**src/hdl/mwt_pkg.sv**
```systemverilog
`timescale 1ns / 1ps

package mwt_pkg;

  localparam int OP_WIDTH     = 1;
  localparam int STATUS_WIDTH = 3;
  localparam int PORT_ID_W    = 8;

  localparam logic [OP_WIDTH-1:0] OP_ACQUIRE = 1'b0;
  localparam logic [OP_WIDTH-1:0] OP_RELEASE = 1'b1;

  typedef enum logic [STATUS_WIDTH-1:0] {
    ST_GRANTED     = 3'd0,
    ST_QUEUED      = 3'd1,
    ST_WAIT_FULL   = 3'd2,
    ST_FREED       = 3'd3,
    ST_HANDED_OVER = 3'd4
  } status_t;

  // controller -> datapath
  typedef struct packed {
    logic latch;   // capture the request on a start transfer
    logic find;    // register slot search and read the wait table
    logic apply;   // update lock state and produce the result
  } dp_cmd_t;

endpackage

```
**src/hdl/mwt_ctrl.sv**
```systemverilog
`timescale 1ns / 1ps

module mwt_ctrl (
  input  logic             clk,
  input  logic             rst_n,
  input  logic             start,
  output logic             busy,
  output mwt_pkg::dp_cmd_t cmd,
  output logic             out_valid
);
  import mwt_pkg::*;

  typedef enum logic [1:0] {
    S_IDLE,
    S_FIND,
    S_APPLY
  } state_t;

  state_t state_r, state_nxt;
  logic   out_valid_r;

  always_comb begin
    state_nxt = state_r;
    case (state_r)
      S_IDLE:  if (start) state_nxt = S_FIND;
      S_FIND:  state_nxt = S_APPLY;
      S_APPLY: state_nxt = S_IDLE;
      default: state_nxt = S_IDLE;
    endcase
  end

  always_ff @(posedge clk) begin
    if (!rst_n) begin
      state_r     <= S_IDLE;
      out_valid_r <= 1'b0;
    end else begin
      state_r     <= state_nxt;
      out_valid_r <= (state_r == S_APPLY);
    end
  end

  assign busy      = (state_r != S_IDLE);
  assign cmd.latch = start && (state_r == S_IDLE);
  assign cmd.find  = (state_r == S_FIND);
  assign cmd.apply = (state_r == S_APPLY);
  assign out_valid = out_valid_r;

endmodule

```
**src/hdl/mwt_dp.sv**
```systemverilog
`timescale 1ns / 1ps

module mwt_dp #(
  parameter int WAIT_SLOTS = 8,
  parameter int ID_WIDTH   = 8
) (
  input  logic                                clk,
  input  logic                                rst_n,
  input  mwt_pkg::dp_cmd_t                    cmd,
  input  logic [mwt_pkg::OP_WIDTH-1:0]        in_operation,
  input  logic [mwt_pkg::PORT_ID_W-1:0]       in_requester_id,
  output logic [mwt_pkg::STATUS_WIDTH-1:0]    out_status,
  output logic [mwt_pkg::PORT_ID_W-1:0]       out_woken_id,
  output logic                                out_lock_held
);
  import mwt_pkg::*;

  localparam int IDX_W = (WAIT_SLOTS > 1) ? $clog2(WAIT_SLOTS) : 1;

  logic [OP_WIDTH-1:0]   op_r;
  logic [ID_WIDTH-1:0]   rid_r;
  logic                  held_r;
  logic [WAIT_SLOTS-1:0] used_r;

  // wait table; a read entry is used only while its used bit is set
  logic [ID_WIDTH-1:0]   id_mem [WAIT_SLOTS];
  logic [ID_WIDTH-1:0]   rd_id_r;

  logic [IDX_W-1:0]      free_idx, used_idx;
  logic                  free_any, used_any;
  logic [IDX_W-1:0]      free_idx_r, used_idx_r;
  logic                  free_any_r, used_any_r;

  status_t               status_r;
  logic [ID_WIDTH-1:0]   woken_r;

  // lowest free and lowest occupied slot
  always_comb begin
    free_idx = '0;
    used_idx = '0;
    free_any = 1'b0;
    used_any = 1'b0;
    for (int i = WAIT_SLOTS - 1; i >= 0; i--) begin
      if (!used_r[i]) begin
        free_idx = IDX_W'(i);
        free_any = 1'b1;
      end
      if (used_r[i]) begin
        used_idx = IDX_W'(i);
        used_any = 1'b1;
      end
    end
  end

  always_ff @(posedge clk) begin
    if (cmd.latch) begin
      op_r  <= in_operation;
      rid_r <= ID_WIDTH'(in_requester_id);
    end
    if (cmd.find) begin
      free_idx_r <= free_idx;
      used_idx_r <= used_idx;
      free_any_r <= free_any;
      used_any_r <= used_any;
    end
  end

  always_ff @(posedge clk) begin
    if (cmd.find) begin
      rd_id_r <= id_mem[used_idx];
    end
    if (cmd.apply && (op_r == OP_ACQUIRE) && held_r && free_any_r) begin
      id_mem[free_idx_r] <= rid_r;
    end
  end

  always_ff @(posedge clk) begin
    if (!rst_n) begin
      held_r <= 1'b0;
      used_r <= '0;
    end else if (cmd.apply) begin
      if (op_r == OP_ACQUIRE) begin
        if (!held_r) begin
          held_r <= 1'b1;
        end else if (free_any_r) begin
          used_r[free_idx_r] <= 1'b1;
        end
      end else begin
        if (used_any_r) begin
          used_r[used_idx_r] <= 1'b0;
          held_r <= 1'b1;
        end else begin
          held_r <= 1'b0;
        end
      end
    end
  end

  always_ff @(posedge clk) begin
    if (cmd.apply) begin
      woken_r <= '0;
      if (op_r == OP_ACQUIRE) begin
        if (!held_r)         status_r <= ST_GRANTED;
        else if (free_any_r) status_r <= ST_QUEUED;
        else                 status_r <= ST_WAIT_FULL;
      end else begin
        if (used_any_r) begin
          status_r <= ST_HANDED_OVER;
          woken_r  <= rd_id_r;
        end else begin
          status_r <= ST_FREED;
        end
      end
    end
  end

  assign out_status    = status_r;
  assign out_woken_id  = PORT_ID_W'(woken_r);
  assign out_lock_held = held_r;

endmodule

```
**src/hdl/mutex_with_wait_table_top.sv**
```systemverilog
`timescale 1ns / 1ps

// channel  | handshake                | payload
// request  | start, busy              | in_operation, in_requester_id
// result   | out_valid (1-cycle pulse)| out_status, out_woken_id, out_lock_held
//
// A request transfers when start is high and busy is low. It is handled in
// three steps: capture, slot search plus wait-table read, then state update.
// The result strobes for one cycle after the update. A new request may
// transfer during that strobe. Synchronous active-low reset unlocks and
// empties the table. The receiver cannot stall; results are never held.

module mutex_with_wait_table_top #(
  parameter int WAIT_SLOTS = 8,
  parameter int ID_WIDTH   = 8
) (
  input  logic                             clk,
  input  logic                             rst_n,
  input  logic                             start,
  output logic                             busy,
  input  logic [mwt_pkg::OP_WIDTH-1:0]     in_operation,
  input  logic [mwt_pkg::PORT_ID_W-1:0]    in_requester_id,
  output logic                             out_valid,
  output logic [mwt_pkg::STATUS_WIDTH-1:0] out_status,
  output logic [mwt_pkg::PORT_ID_W-1:0]    out_woken_id,
  output logic                             out_lock_held
);
  import mwt_pkg::*;

  dp_cmd_t cmd;

  mwt_ctrl u_ctrl (
    .clk       (clk),
    .rst_n     (rst_n),
    .start     (start),
    .busy      (busy),
    .cmd       (cmd),
    .out_valid (out_valid)
  );

  mwt_dp #(
    .WAIT_SLOTS (WAIT_SLOTS),
    .ID_WIDTH   (ID_WIDTH)
  ) u_dp (
    .clk             (clk),
    .rst_n           (rst_n),
    .cmd             (cmd),
    .in_operation    (in_operation),
    .in_requester_id (in_requester_id),
    .out_status      (out_status),
    .out_woken_id    (out_woken_id),
    .out_lock_held   (out_lock_held)
  );

endmodule
```
**config.mk**
```make
export PLATFORM = sky130hd
export DESIGN_NAME = mutex_with_wait_table_top
export DESIGN_NICKNAME = d
export VERILOG_FILES = /design/src/hdl/mwt_pkg.sv /design/src/hdl/mwt_ctrl.sv /design/src/hdl/mwt_dp.sv /design/src/hdl/mutex_with_wait_table_top.sv
export SDC_FILE = /design/constraint.sdc
export NUM_CORES = 1
export LEC_CHECK = 0
export BUFFER_PORTS_ARGS = -buffer_cell sky130_fd_sc_hd__buf_4
export CAP_MARGIN = 20
export CORE_ASPECT_RATIO = 0.9
export CORE_MARGIN = 10
export CORE_UTILIZATION = 54
export DETAILED_ROUTE_END_ITERATION = 8
export PLACE_DENSITY = 0.75
export SYNTH_ARGS = -nofsm -noshare
export SYNTH_HDL_FRONTEND = slang
export SYNTH_SLANG_ARGS = --single-unit
```
**constraint.sdc**
```tcl
create_clock -name clk -period 1.9 [get_ports clk]
set_clock_uncertainty 0.2 [all_clocks]
set_input_delay 0.475 -clock clk [delete_from_list [all_inputs] [get_ports clk]]
set_output_delay 0.475 -clock clk [all_outputs]
set_load 0.02 [all_outputs]
```
==> metrics.md, run 1 <==
| Metric | Value |
|---|---|
| Sw Share | `0.2145` |
| Max H-tree Level | `3` |
| Seq/Total Area, Yosys | `0.7137` |
| DIE WIDTH | `116.7 um` |
| GRT overflow | `0` |
| Syn Area/Cell | `15.25 um^2` |
| Post-layout util | `0.7254` |
| Final nets | `393` |
| CP Capture Type | `register` |
| Final setup fails | `75` |
| Share of cells above drive strength 1 | `0.4404` |
| Fin crit share | `1.095` |
| Total of max-cap violations | `0` |
| Crit path largest cell delay | `0.48 ns` |
| Drt pass-1 iters | `4` |
| Endpoints failing hold | `0` |
| Worst-path cell chain | `nand3b_1 -> or3_4 -> nor3_4 -> buf_6` |
| #FFs+latches synth | `112` |
| Clock Pin Slew Worst Setup and Hold Paths | `0.11 ns` |
| Detailed Route WL | `10700 um` |
| Core Area | `0.008107 mm^2` |
| Final Max Slew Viols | `0` |
| Post-route insts no fill | `485` |
| CP required | `1.78 ns` |
| Vias in the first global route | `2876` |
| Startpoint class of the critical path | `register` |
| CTS buffer count | `9` |
| Row count | `31` |
| Power share of the combinational group | `0.027` |
| RSZ-0062 raised after global routing | `true` |
| Commonest non-fill, non-tap cell in the layout | `edfxtp_1` |
| Clock Power Share | `0.338` |
| Die area | `0.01249 mm^2` |
| Max Clk Rate | `480.7 MHz` |
| Asr flop ratio synth | `0` |
| DR vias/cell | `6.062` |
| Hold Startpoint | `in_operation` |
| Count of cell types in the netlist | `39` |
| Worst r2r src | `u_dp.op_r$_DFFE_PP_` |
| Hold_buf cts | `0` |
| Clock Path Buffers | `2` |
| First-pass GRT wire length | `15330 um` |
| Gate Count Post-Synth | `298` |
| Switching power | `0.9306 mW` |
| GRT Overall Usage | `0.1614` |
| Hold crit path type | `in -> reg` |
| Chip Height | `107.0 um` |
| Layout area overhead | `29.41%` |
| Worst-case hold slack | `0.07501 ns` |
| Most frequent cells in the layout | `100 x edfxtp_1, 64 x buf_4, 36 x and3_1, 24 x a211oi_2, 14 x nand2_1` |
| Failing checks | `setup timing` |
| Initial antenna violation count | `0` |
| DRC | `0` |
| P_leak | `2.117 nW` |
| Drt wl/cell | `22.07 um` |
| Syn nets | `310` |
| Starting Density | `0.5606` |
| Port Buf Inserts | `25` |
| Top Ports | `26` |
| Worst Setup Path Type | `reg -> reg` |
| Post-Place Cells | `454` |
| CTS sink cnt | `112` |
| Cell Pwr Density | `737.7 mW/mm^2` |
| Post-detail-place hpwl | `6355 um` |
| Min cycle time layout | `2.080 ns` |
| Detailed router's first-iteration violation count | `222` |
| Worst path slowest cell | `or3_4` |
| VDD IR-drop max | `719.2 uV` |
| Fin worst setup slack | `-0.1804 ns` |
| Ys flop type | `edfxtp_1` |
| CTS tree | `yes` |
| Post-route ant nets | `0` |
| Relative slew slack | `0.6824` |
| Crit Path Max Fanout | `4` |
| Clk Latency, worst-skew pair | `0.37 ns` |
| Number of synthesized flops with an enable pin | `100` |
| Setup crit start | `u_dp.op_r$_DFFE_PP_` |
| Status | `finished with violations` |
| Synth warnings | `0` |
| Vias after detailed routing | `2940` |
| Largest net degree at the start of global routing | `21` |
| RePlAce Congestion | `0.8449` |
| Internal | `3.407 mW` |
| Slew @ Worst Pin | `0.4746 ns` |
| Crit path DAT | `1.97 ns` |
| Ant diodes | `0` |
| Root Buffer | `clkbuf_8` |
| Post-synthesis cell area | `0.004544 mm^2` |
| Sequential power share | `0.635` |
power by group through the flow:
stage	Combinational, mW	Sequential, mW	Clock [mW]
3_5_place_dp	0.109	2.81	0
4_1_cts	0.111	2.75	1.47
6_report	0.117	2.76	1.47
2_1_floorplan	0.0438	2.80	0
5_1_grt	0.128	2.76	1.58
3_3_place_gp	0.107	2.81	0
routing by layer:
layer	track usage	routed length, um	part of all wire	up-vias
met5	0	0	0	-
met3	0.05072	934	0.087	26
met1	0.2030	4297	0.40	1442
met4	0.04674	216	0.020	0
li1	-	-	-	1325
met2	0.2617	5255	0.49	147
final timing paths:
kind	to	slack, ns	depth (start not counted)
min	u_dp.op_r$_DFFE_PP_	0.08	1
min reg2reg	u_dp.out_lock_held$_SDFFE_PN0P_	0.36	2
max	u_dp.id_mem[0][3]$_DFFE_PP_	-0.18	4
max reg2reg	u_dp.id_mem[0][3]$_DFFE_PP_	-0.18	4
Yosys cell counts (all sizes together) (3+ instances only):
| library cell | count | area, um^2 |
|---|---|---|
| edfxtp | 100 | 3003 |
| and3 | 40 | 250.2 |
| a211oi | 32 | 280.3 |
| nor2 | 18 | 67.56 |
| nand2 | 16 | 67.56 |
| buf | 14 | 101.4 |
| dfxtp | 12 | 240.2 |
| nor4 | 10 | 125.1 |
| nand2b | 6 | 37.54 |
| o21ai | 6 | 48.80 |
| inv | 5 | 18.77 |
| nor2b | 5 | 38.78 |
| nor3 | 5 | 41.29 |
| o21a | 5 | 37.54 |
| a21boi | 3 | 22.52 |
| and2 | 3 | 18.77 |
| o221a | 3 | 33.78 |
| o31a | 3 | 26.28 |
cell families (layout without fill, tap and decap cells):
family / after synthesis / count (layout) / share of synthesized area
AOI/OAI and AO/OA: 55 / 55 / 0.1060
and+or+nand+nor: 110 / 113 / 0.1523
buffers and inverters: 21 / 106 / 0.02809
DFF: 112 / 112 / 0.7137
area by class of cell:
type,count,area (um^2)
Multi-Input combinational cell,168,1476
Clock inverter,7,86.33
Timing Repair Buffer,85,800.8
Sequential cell,112,3251
Tap cell,99,123.9
Clock buffer,9,123.9
Inverter,5,18.77
Fill cell,452,2226
stage by stage:
stage	power, mW	TNS (ns)	worst slack, ns	instance area, um^2
6_report	4.338	-6.115	-0.1804	5881
5_1_grt	4.473	-6.838	-0.1978	5881
4_1_cts	4.340	-0.2851	-0.05459	5644
3_5_place_dp	2.921	-1.449	-0.1848	5162
3_3_place_gp	2.915	-1.109	-0.1047	5162
2_1_floorplan	2.847	-3.122	-0.1037	4549
flip-flops by register name, summed over array words and instances (netlist names):
signal and cells:
u_dp.id_mem 64, u_dp.rd_id_r 8, u_dp.used_r 8, u_dp.out_woken_id 8, u_dp.out_status 3, u_ctrl.out_valid 1
u_ctrl.state_r 2, u_dp.rid_r 8, u_dp.op_r 1, u_dp.used_any_r 1, u_dp.out_lock_held 1, u_dp.free_any_r 1
u_dp.free_idx_r 3, u_dp.used_idx_r 3
critical path: cells and delay by family (launching register included):
kind,cells,cell delay [ns]
buffers and inverters,1,0.17
DFF,1,0.46
and+or+nand+nor,3,0.97
timing repair:
item                       in CTS  in global routing
setup endpoints to repair      40                 76
gates resized for setup        34                 37
setup buffers                   7                  5
gates cloned                    2                  4
pin swaps                       7                 14
Note: power is estimated with default switching activity, not from simulation.
==> run 2: changes to the inputs <==
--- a/config.mk
+++ b/config.mk
@@ -9,9 +9,9 @@
 export CAP_MARGIN = 20
 export CORE_ASPECT_RATIO = 0.9
 export CORE_MARGIN = 10
-export CORE_UTILIZATION = 54
+export CORE_UTILIZATION = 40
 export DETAILED_ROUTE_END_ITERATION = 8
-export PLACE_DENSITY = 0.75
+export SKIP_LAST_GASP = 1
 export SYNTH_ARGS = -nofsm -noshare
 export SYNTH_HDL_FRONTEND = slang
 export SYNTH_SLANG_ARGS = --single-unit
==> metrics.md, run 2 (synthesis results as in run 1) <==
| Metric | Value |
|---|---|
| Startpoint class of the critical path | `register` |
| Clk Latency, worst-skew pair | `0.35 ns` |
| Hold crit path type | `in -> reg` |
| Detailed Route WL | `9505 um` |
| Final nets | `370` |
| Status | `finished with violations` |
| Cell family with most CP delay | `simple AND/OR/NAND/NOR gates` |
| Crit Path Max Fanout | `9` |
| GRT Overall Usage | `0.1213` |
| Core Area | `0.01095 mm^2` |
| Total power | `4.683 mW` |
| Hold_buf cts | `0` |
| Die area | `0.01603 mm^2` |
| Top Ports | `26` |
| First-pass GRT wire length | `15120 um` |
| Chip Height | `121.1 um` |
| CP Capture Type | `register` |
| Vias after detailed routing | `2626` |
| Crit path DAT | `1.77 ns` |
| Max FFs per register | `64` |
| Post-route insts no fill | `515` |
| Row count | `36` |
| Crit path largest cell delay | `0.43 ns` |
| Root Buffer | `clkbuf_16` |
| Clock Path Buffers | `2` |
| Clock Pin Slew Worst Setup and Hold Paths | `0.07 ns` |
| VDD IR-drop max | `652.1 uV` |
| Worst Setup Path Type | `reg -> reg` |
| Place WS | `-0.09773 ns` |
| Fin crit share | `1.012` |
| Fin worst setup slack | `-0.02277 ns` |
| Min cycle time layout | `1.923 ns` |
| Post-Place Cells | `497` |
| Cell area after placement | `0.005141 mm^2` |
| Max Clk Rate | `520.1 MHz` |
| Post-route ant nets | `0` |
| Layout area overhead | `24.15%` |
| Largest net degree at the start of global routing | `22` |
| Max Used Layer | `met4` |
| CTS tree | `yes` |
| Final Max Slew Viols | `0` |
| Setup crit start | `u_dp.op_r$_DFFE_PP_` |
| Vias in the first global route | `2744` |
| RSZ-0062 raised after global routing | `true` |
| CTS sink cnt | `112` |
| Share of cells above drive strength 1 | `0.3774` |
| Crit path buf inv count | `1` |
| Initial antenna violation count | `0` |
| Hold Startpoint | `in_operation` |
| Final setup fails | `21` |
| Total of max-cap violations | `0` |
| Cell Pwr Density | `830.1 mW/mm^2` |
| Worst-path cell chain | `nand3b_1 -> or3_4 -> nor2_1 -> buf_6` |
| DR vias/cell | `5.099` |
| Post-detail-place hpwl | `6294 um` |
| Ant diodes | `0` |
| Design Area, Final | `0.005642 mm^2` |
| Drt pass-1 iters | `4` |
| Worst r2r src | `u_dp.op_r$_DFFE_PP_` |
| Max H-tree Level | `3` |
| Failing checks | `setup timing` |
| Starting Density | `0.4152` |
| Endpoints failing hold | `0` |
| Relative slew slack | `0.5963` |
| Port Buf Inserts | `25` |
| Worst path slowest cell | `edfxtp_1` |
| Largest Register | `u_dp.id_mem` |
| RePlAce Congestion | `0.8311` |
| Met3 WL | `407 um` |
| DRC | `0` |
| CP required | `1.75 ns` |
| Routed met1 length | `4393 um` |
| Most frequent cells in the layout | `100 x edfxtp_1, 54 x buf_4, 39 x and3_1, 26 x a211oi_2, 14 x nand2_1` |
| GRT overflow | `0` |
| DIE WIDTH | `132.4 um` |
| Drt wl/cell | `18.46 um` |
| DR WL met2 | `4549 um` |
| Commonest non-fill, non-tap cell in the layout | `edfxtp_1` |
| Slew @ Worst Pin | `0.6055 ns` |
| P_leak | `1.955 nW` |
| Detailed router's first-iteration violation count | `173` |
| Post-layout util | `0.5154` |
| # fillers | `898` |
| CTS buffer count | `9` |
run 2: what timing repair did:
item,in CTS,in global routing
buffers inserted,2,1
gates resized for setup,19,30
setup endpoints to repair,65,78
pin swaps,2,5
gates cloned,0,0
run 2: area by class of cell:
type	instances	area (um^2)	share of cell area
inverter	5	18.77	0.003327
clock buffer	12	236.5	0.04192
tap	152	190.2	0.03371
multi-input combinational	165	1355	0.2402
timing repair buffer	65	546.8	0.09692
clock inverter	4	45.04	0.007984
sequential	112	3249	0.5760
run 2: metal layers:
layer	up-vias	track usage
met5	-	0
met4	0	0.04396
met3	17	0.03228
met2	68	0.1959
met1	1269	0.1542
li1	1272	-
run 2: power by group:
part           total (mW)  internal [mW]  switching (mW)  leakage [nW]
Clock                1.82           1.02           0.803         0.132
Combinational       0.111         0.0493          0.0612         0.811
Sequential           2.75           2.72          0.0375          1.01
run 2: per-stage QoR:
stage / hold slack, ns / TNS, ns
6_report: 0.1037 / -0.1960
3_5_place_dp: 0.3306 / -1.864
2_1_floorplan: 0.3280 / -3.122
3_3_place_gp: 0.3223 / -1.593
4_1_cts: 0.09420 / -0.3549
5_1_grt: 0.08889 / -3.598
run 2: final timing paths:
kind              cells past startpoint  slack [ns]                               to
setup / recovery                      4       -0.02      u_dp.id_mem[2][7]$_DFFE_PP_
hold / removal                        1        0.10              u_dp.op_r$_DFFE_PP_
hold reg to reg                       2        0.34  u_dp.out_lock_held$_SDFFE_PN0P_
setup reg to reg                      4       -0.02      u_dp.id_mem[2][7]$_DFFE_PP_
